### src/sv/qu2x_pkg.sv
`timescale 1ns / 1ps

package qu2x_pkg;

  // item kinds
  localparam logic FUNC_WRITE = 1'b0;
  localparam logic FUNC_READ  = 1'b1;

  // controller states
  typedef enum logic [2:0] {
    ST_IDLE,
    ST_WR,
    ST_R0,
    ST_R1,
    ST_R2,
    ST_R3,
    ST_RL
  } state_t;

  // which of the four neighbors is fetched: a = base row/col, b = next row/col
  typedef enum logic [1:0] {
    F_AA,
    F_AB,
    F_BA,
    F_BB
  } fetch_t;

  // controller to datapath commands
  typedef struct packed {
    logic   load;  // latch the accepted word
    logic   wr;    // store the latched pixel
    logic   rd;    // issue a read of neighbor sel
    fetch_t sel;
    logic   fin;   // last read data is on the RAM output, form the result
  } cmd_t;

endpackage

### src/sv/qu2x_ctrl.sv
`timescale 1ns / 1ps

module qu2x_ctrl (
  input  logic             clk,
  input  logic             rst,
  input  logic             start,
  input  logic             func,
  output logic             busy,
  output qu2x_pkg::cmd_t   cmd
);

  qu2x_pkg::state_t state;
  qu2x_pkg::state_t state_next;
  logic             accept;

  always_ff @(posedge clk) begin
    if (rst) begin
      state <= qu2x_pkg::ST_IDLE;
    end else begin
      state <= state_next;
    end
  end

  // next state and commands
  always_comb begin
    busy       = 1'b1;
    accept     = 1'b0;
    state_next = state;
    cmd        = '0;
    cmd.sel    = qu2x_pkg::F_AA;
    case (state)
      qu2x_pkg::ST_IDLE, qu2x_pkg::ST_RL: begin
        busy    = 1'b0;
        accept  = start;
        cmd.fin = (state == qu2x_pkg::ST_RL);
        if (start) begin
          state_next = (func == qu2x_pkg::FUNC_READ) ? qu2x_pkg::ST_R0 : qu2x_pkg::ST_WR;
        end else begin
          state_next = qu2x_pkg::ST_IDLE;
        end
      end
      qu2x_pkg::ST_WR: begin
        cmd.wr     = 1'b1;
        state_next = qu2x_pkg::ST_IDLE;
      end
      qu2x_pkg::ST_R0: begin
        cmd.rd     = 1'b1;
        cmd.sel    = qu2x_pkg::F_AA;
        state_next = qu2x_pkg::ST_R1;
      end
      qu2x_pkg::ST_R1: begin
        cmd.rd     = 1'b1;
        cmd.sel    = qu2x_pkg::F_AB;
        state_next = qu2x_pkg::ST_R2;
      end
      qu2x_pkg::ST_R2: begin
        cmd.rd     = 1'b1;
        cmd.sel    = qu2x_pkg::F_BA;
        state_next = qu2x_pkg::ST_R3;
      end
      qu2x_pkg::ST_R3: begin
        cmd.rd     = 1'b1;
        cmd.sel    = qu2x_pkg::F_BB;
        state_next = qu2x_pkg::ST_RL;
      end
      default: begin
        state_next = qu2x_pkg::ST_IDLE;
      end
    endcase
    cmd.load = accept;
  end

endmodule

### config.mk
export PLATFORM = sky130hd
export DESIGN_NAME = qu2x_ctrl
export DESIGN_NICKNAME = d
export VERILOG_FILES = /design/src/sv/qu2x_pkg.sv /design/src/sv/qu2x_ctrl.sv
export SDC_FILE = /design/constraint.sdc
export NUM_CORES = 1
export LEC_CHECK = 0
export BUFFER_PORTS_ARGS = -buffer_cell sky130_fd_sc_hd__buf_4
export CAP_MARGIN = 20
export CORE_AREA = 2 2 39 41
export CTS_CLUSTER_DIAMETER = 100
export DETAILED_ROUTE_END_ITERATION = 12
export DIE_AREA = 0 0 41 43
export GPL_TIMING_DRIVEN = 0
export PLACE_DENSITY_LB_ADDON = 0.3
export SLEW_MARGIN = 20
export SYNTH_ARGS = -nofsm -noshare
export SYNTH_HDL_FRONTEND = slang
export SYNTH_SLANG_ARGS = --single-unit
### constraint.sdc
create_clock -name clk -period 1.2 [get_ports clk]
set_input_delay 0.06 -clock clk [delete_from_list [all_inputs] [get_ports clk]]
set_output_delay 0.06 -clock clk [all_outputs]
set_load 0.05 [all_outputs]
==> implementation parameters, run 1 <==
Parameter                              Value

Placement
  Total placed instance area    342 sq um
  Cell Count Post-Placement    49
  Number of buffer cells added on primary ports    10
  GP Congestion    0.627

GRT
  All-Layer GR Usage    7.62%
  Via count of the first global-routing pass    206
  Initial antenna violation count    0
  Sum of overflow across all layers after global routing    0
  Largest net degree at the start of global routing    11
  Wire length of the first global-routing pass    848 microns

Timing
  Highest Clock Rate    786 MHz
  Final critical-path setup slack    -0.0724 ns
  Final hold viol count    0
  Unrepaired setup endpoints after global routing    true
  Tightest slew margin relative to the limit    87.8%
  Ratio of final minimum period to clock period    106%
  Total setup violations reported at the end of the flow    3
  Slew at the pin closest to its max-slew limit    0.182 ns
  Min cycle time layout    1.27 ns
  Final slew viol count    0
  Clock tree skew after final layout    0.00272 ns

CTS
  Root buffer cell    clkbuf_4
  H-tree levels    1
  Deepest clock path buffer count    2
  Sinks on Clock Net    3
  Number of buffers created by CTS    3
  Clock slew at reported path FFs    0.04 ns
  Clock latency on the worst-skew pair    0.24 ns
  TritonCTS clock tree    yes

Synthesis
  Combined area of all synthesized cells    218 sq um
  Synth top area cells    dfxtp_1 (28%), a41oi_2 (7.5%), nand3b_1 (6.9%), nor3b_1 (6.9%), buf_6 (5.2%)
  Syn_area_per_cell    9.47 sq um
  Gate count of the mapped netlist    23
  Nets in the synthesized netlist    27
  Ys Warns    0
  Portion of synthesized cell area occupied by the leading cell type    27.6%
  Unique cell type count in the Yosys netlist    19
  Share of the yosys chip area belonging to registers    27.6%
  Register bit total from synthesis    3
  Library cell with the largest summed area after synthesis    dfxtp_1

Setup path
  Arrival @ worst endpoint    1.21 ns
  Worst Path Required    1.14 ns
  Setup slack of the worst register-to-register path    -0.02 ns
  Worst-path fanout max    5
  Worst Setup Path Type    reg2out
  Path depth of the worst reg2reg path    3
  Crit path capture type    primary output
  Worst reg2reg endpoint    state[1]
  Launching point of the worst reg2reg path    state[2]
  Category of the worst setup path launch point    flip-flop

Routing
  Via total after detailed routing    229
  Number of nets with antenna violations after routing    0
  Total wire length    494 microns
  First-pass iteration count of the detailed router    2
  Number of remaining DRC errors    0
  Iteration-0 DRC count of the detailed router    3
  Routed len/inst    8.67 microns
  Vias per cell    4.02

Die
  Area enclosed by the die boundary    1760 sq um
  Core region area    1380 sq um
  Number of primary I/O pins    11
  Die Width    41 microns
  Starting Density    15.7%
  Count of standard-cell rows    14
  Die Ht    43 microns

Outcome
  Outcome    finished with violations
  Violated checks    negative setup slack

Worst hold path
  Worst min-delay path category    in2reg
  Min-delay src    func
  Cell count of the worst hold path    3
  Endpoint with the worst hold slack    state[0]

Final layout
  Total Nets Final    46
  Flip-flop count of the largest register, all copies and words added    3
  Register containing the most flip-flops in the final layout    state
  Cell Count, Final, Fillers Out    57
  Share of post-route cells with drive strength above 1    65.9%
  Area Growth Syn to Fin    106%
  Post-route cell area    448 sq um
  Number of diodes added for antenna fixing    0
  Largest registers    state x3

Flow run
  Number of max-cap violations    0

Power and ir drop
  Largest vdd supply drop    0.329 mV
  Leak    0.198 nW
  Ratio of total power to cell area    1190 nW/um^2
[worst max-delay path, cell delays in order, from the launching register on]
cell,delay [ns]
dfxtp_4,0.35
xor2_4,0.19
nor3b_2,0.16
buf_4,0.13
buf_8,0.13
[Yosys cell counts (all sizes together)]
| cell type | instances |
|---|---|
| or3b | 1 |
| o21a | 1 |
| and2 | 1 |
| or2 | 1 |
| or4bb | 1 |
| a21oi | 1 |
| xor2 | 1 |
| a41oi | 1 |
| and3b | 1 |
| nor2 | 1 |
| nor3b | 2 |
| inv | 1 |
| nand3b | 2 |
| nand2b | 1 |
| buf | 2 |
| nand4b | 1 |
| dfxtp | 3 |
| nor2b | 1 |
[kinds of logic (layout without fill, tap and decap cells)]
logic type,Yosys count,count (layout),share of synthesized area (%)
xor gates and xnor gates,1,1,4.02
and+or+nand+nor,13,13,44.8
AOI/OAI and AO/OA,3,3,13.2
buffers and inverters,3,21,10.3
DFF,3,3,27.6
[what timing repair did]
item	4_1_cts	5_1_grt
pin swaps	3	0
hold endpoints to repair	2	0
resized for setup	9	3
endpoints found under the setup margin	3	7
hold buffers	1	0
setup buffers	3	0
[power by group]
part           switching (W)  internal, W
Combinational       0.000125     0.000112
Clock              0.0000555     0.000125
Sequential        0.00000939     0.000107
Total               0.000189     0.000344
[routing by layer]
metal | global-route usage (%) | share of wire, %
met1 | 8.01 | 39
met2 | 10.3 | 50
met3 | 4.71 | 8.5
met4 | 6.00 | 2.2
met5 | 0 | 0
[area by class of cell]
type,count,area (sq um)
Tap cell,16,20.0
Clock buffer,4,26.3
Inverter,1,3.75
Timing Repair Buffer,14,138
Sequential cell,3,67.6
Buffer,2,18.8
Multi-Input combinational cell,17,174
Fill cell,149,936
[worst max-delay path by stage]
stage,from,slack [ns],to
floorplan,state[2],-0.17,cmd[1]
global placement,state[2],0.06,cmd[5]
detailed placement,state[2],0.04,cmd[5]
CTS,state[1],-0.08,cmd[5]
global route,state[1],-0.12,cmd[5]
finish,state[1],-0.07,cmd[5]
[through the flow]
step | util (%) | power, W | hold slack [ns] | setup WS, ns | setup TNS (ns)
floorplan | - | 0.000262 | 0.116 | -0.175 | -0.175
global placement | 24.7 | 0.000311 | 0.234 | 0.0604 | 0
detailed placement | 24.7 | 0.000312 | 0.233 | 0.0392 | 0
CTS | 31.3 | 0.000536 | 0.150 | -0.0750 | -0.138
global route | 32.4 | 0.000563 | 0.168 | -0.117 | -0.307
finish | 32.4 | 0.000533 | 0.152 | -0.0724 | -0.126
[cell usage in the layout, fill, tap and decap left out, types with 2 or more instances in the layout]
cell type  n
nand3b_1   2
buf_4      8
buf_8      2
dfxtp_4    2
nor3b_2    2
clkbuf_4   3
buf_6      5
No activity file was read; power rests on OpenSTA's default activity.
==> run 2: changes to the inputs <==
- MAX_ROUTING_LAYER: not set -> met4
==> implementation parameters, run 2 (same netlist as run 1, synthesis figures left out) <==
Parameter                              Value

Setup path
  Launching point of the worst reg2reg path    state[2]
  Arrival @ worst endpoint    1.21 ns
  Worst Path Required    1.14 ns
  Worst reg2reg endpoint    state[1]
  Path depth of the worst reg2reg path    3
  Cell with the largest stage delay on the worst path    dfxtp_4
  Worst-path fanout max    5
  Setup slack of the worst register-to-register path    -0.02 ns
  Worst Setup Path Type    reg2out
  Crit path capture type    primary output
  Cell chain of the critical path    xor2_4 > nor3b_2 > buf_4 > buf_8
  Category of the worst setup path launch point    flip-flop
  Slowest Stage Delay on Critical Path    0.35 ns

Final layout
  Most common library cell in the layout ignoring fill and taps    buf_4
  Flip-flop count of the largest register, all copies and words added    3
  Largest registers    state x3
  Total Nets Final    46
  Highest-count cells in the layout ignoring fill and taps    buf_4 (8), buf_6 (5), clkbuf_4 (3)
  Share of post-route cells with drive strength above 1    65.9%
  Area Growth Syn to Fin    106%
  Register containing the most flip-flops in the final layout    state
  Number of diodes added for antenna fixing    0
  Cell Count, Final, Fillers Out    57
  Layout filler cell count    149

Die
  Starting Density    15.7%
  Number of primary I/O pins    11
  Core region area    1380 sq um
  Die Ht    43 microns
  Area enclosed by the die boundary    1760 sq um
  Count of standard-cell rows    14
  Die Width    41 microns

Routing
  Vias per cell    3.98
  Iteration-0 DRC count of the detailed router    3
  Number of nets with antenna violations after routing    0
  Total wire length    499 microns
  Via total after detailed routing    227
  Routed len/inst    8.75 microns
  First-pass iteration count of the detailed router    2
  Number of remaining DRC errors    0

CTS
  H-tree levels    1
  Deepest clock path buffer count    2
  Clock latency on the worst-skew pair    0.24 ns
  Sinks on Clock Net    3
  TritonCTS clock tree    yes
  Clock slew at reported path FFs    0.04 ns
  Root buffer cell    clkbuf_4
  Number of buffers created by CTS    3

GRT
  All-Layer GR Usage    7.81%
  Via count of the first global-routing pass    206
  Wire length of the first global-routing pass    848 microns
  Sum of overflow across all layers after global routing    0
  Initial antenna violation count    0
  Largest net degree at the start of global routing    11

Power and ir drop
  Leak    0.198 nW
  Ratio of total power to cell area    1190 nW/um^2
  Largest vdd supply drop    0.329 mV

Outcome
  Violated checks    negative setup slack
  Outcome    finished with violations

Timing
  Final slew viol count    0
  Ratio of final minimum period to clock period    106%
  Slew at the pin closest to its max-slew limit    0.187 ns
  Min cycle time layout    1.27 ns
  Final hold viol count    0
  Tightest slew margin relative to the limit    87.5%
  Highest Clock Rate    785 MHz
  Final critical-path setup slack    -0.0744 ns
  Clock tree skew after final layout    0.00272 ns
  Unrepaired setup endpoints after global routing    true
  Total setup violations reported at the end of the flow    3

Worst hold path
  Cell count of the worst hold path    3
  Endpoint with the worst hold slack    state[0]
  Worst min-delay path category    in2reg
  Min-delay src    func

Placement
  GP Congestion    0.632
  Worst setup slack before clock tree synthesis    0.0392 ns
  Number of buffer cells added on primary ports    10
  Cell Count Post-Placement    49

Flow run
  Number of max-cap violations    0
[run 2: cell counts in the layout (fill, tap and decap cells not counted)]
Identical to the previous run, type by type.
[run 2: power breakdown]
group          internal (W)  switching (W)
registers          0.000107     0.00000939
logic              0.000112       0.000125
clock network      0.000125      0.0000555
total              0.000344       0.000190
[run 2: worst max-delay path, delay by kind of cell, from the launching register on]
| kind | cells | cell delay (ns) |
|---|---|---|
| xor+xnor | 1 | 0.19 |
| simple gates | 1 | 0.16 |
| buf+inv | 2 | 0.26 |
| flops | 1 | 0.35 |
[run 2: final cells by class]
cell class	instances	area, sq um	area share (%)
Multi-Input combinational cell	17	174	38.8
Timing Repair Buffer	14	138	30.7
Inverter	1	3.75	0.838
Buffer	2	18.8	4.19
Sequential cell	3	67.6	15.1
Tap cell	16	20.0	4.47
Clock buffer	4	26.3	5.87
[run 2: per-stage QoR]
stage | area (sq um) | utilization (%) | hold WS [ns] | total power [W] | setup TNS (ns)
global route | 448 | 32.4 | 0.168 | 0.000563 | -0.307
floorplan | 246 | - | 0.116 | 0.000262 | -0.175
CTS | 433 | 31.3 | 0.150 | 0.000536 | -0.138
finish | 448 | 32.4 | 0.152 | 0.000534 | -0.129
global placement | 342 | 24.7 | 0.234 | 0.000311 | 0
detailed placement | 342 | 24.7 | 0.233 | 0.000312 | 0
[run 2: timing repair]
action                     4_1_cts  5_1_grt
setup buffers                    3        0
pin swaps                        3        0
hold buffers                     1        0
setup endpoints to repair        3        7
hold endpoints to repair         2        0
gates resized for setup          9        3
[run 2: worst max path at each step]
| stage | from | end | cells after the start |
|---|---|---|---|
| finish | state[1] | cmd[5] | 4 |
| global route | state[1] | cmd[5] | 4 |
| CTS | state[1] | cmd[5] | 4 |
| detailed placement | state[2] | cmd[5] | 4 |
| global placement | state[2] | cmd[5] | 4 |
| floorplan | state[2] | cmd[1] | 2 |
[run 2: routing by layer]
metal / global-route usage [%] / vias up / part of all wire (%)
met2: 10.3 / 8 / 49
met3: 4.71 / 2 / 8.4
met5: - / - / 0
met1: 8.01 / 101 / 40
li1: - / 116 / -
met4: 6.00 / 0 / 2.2
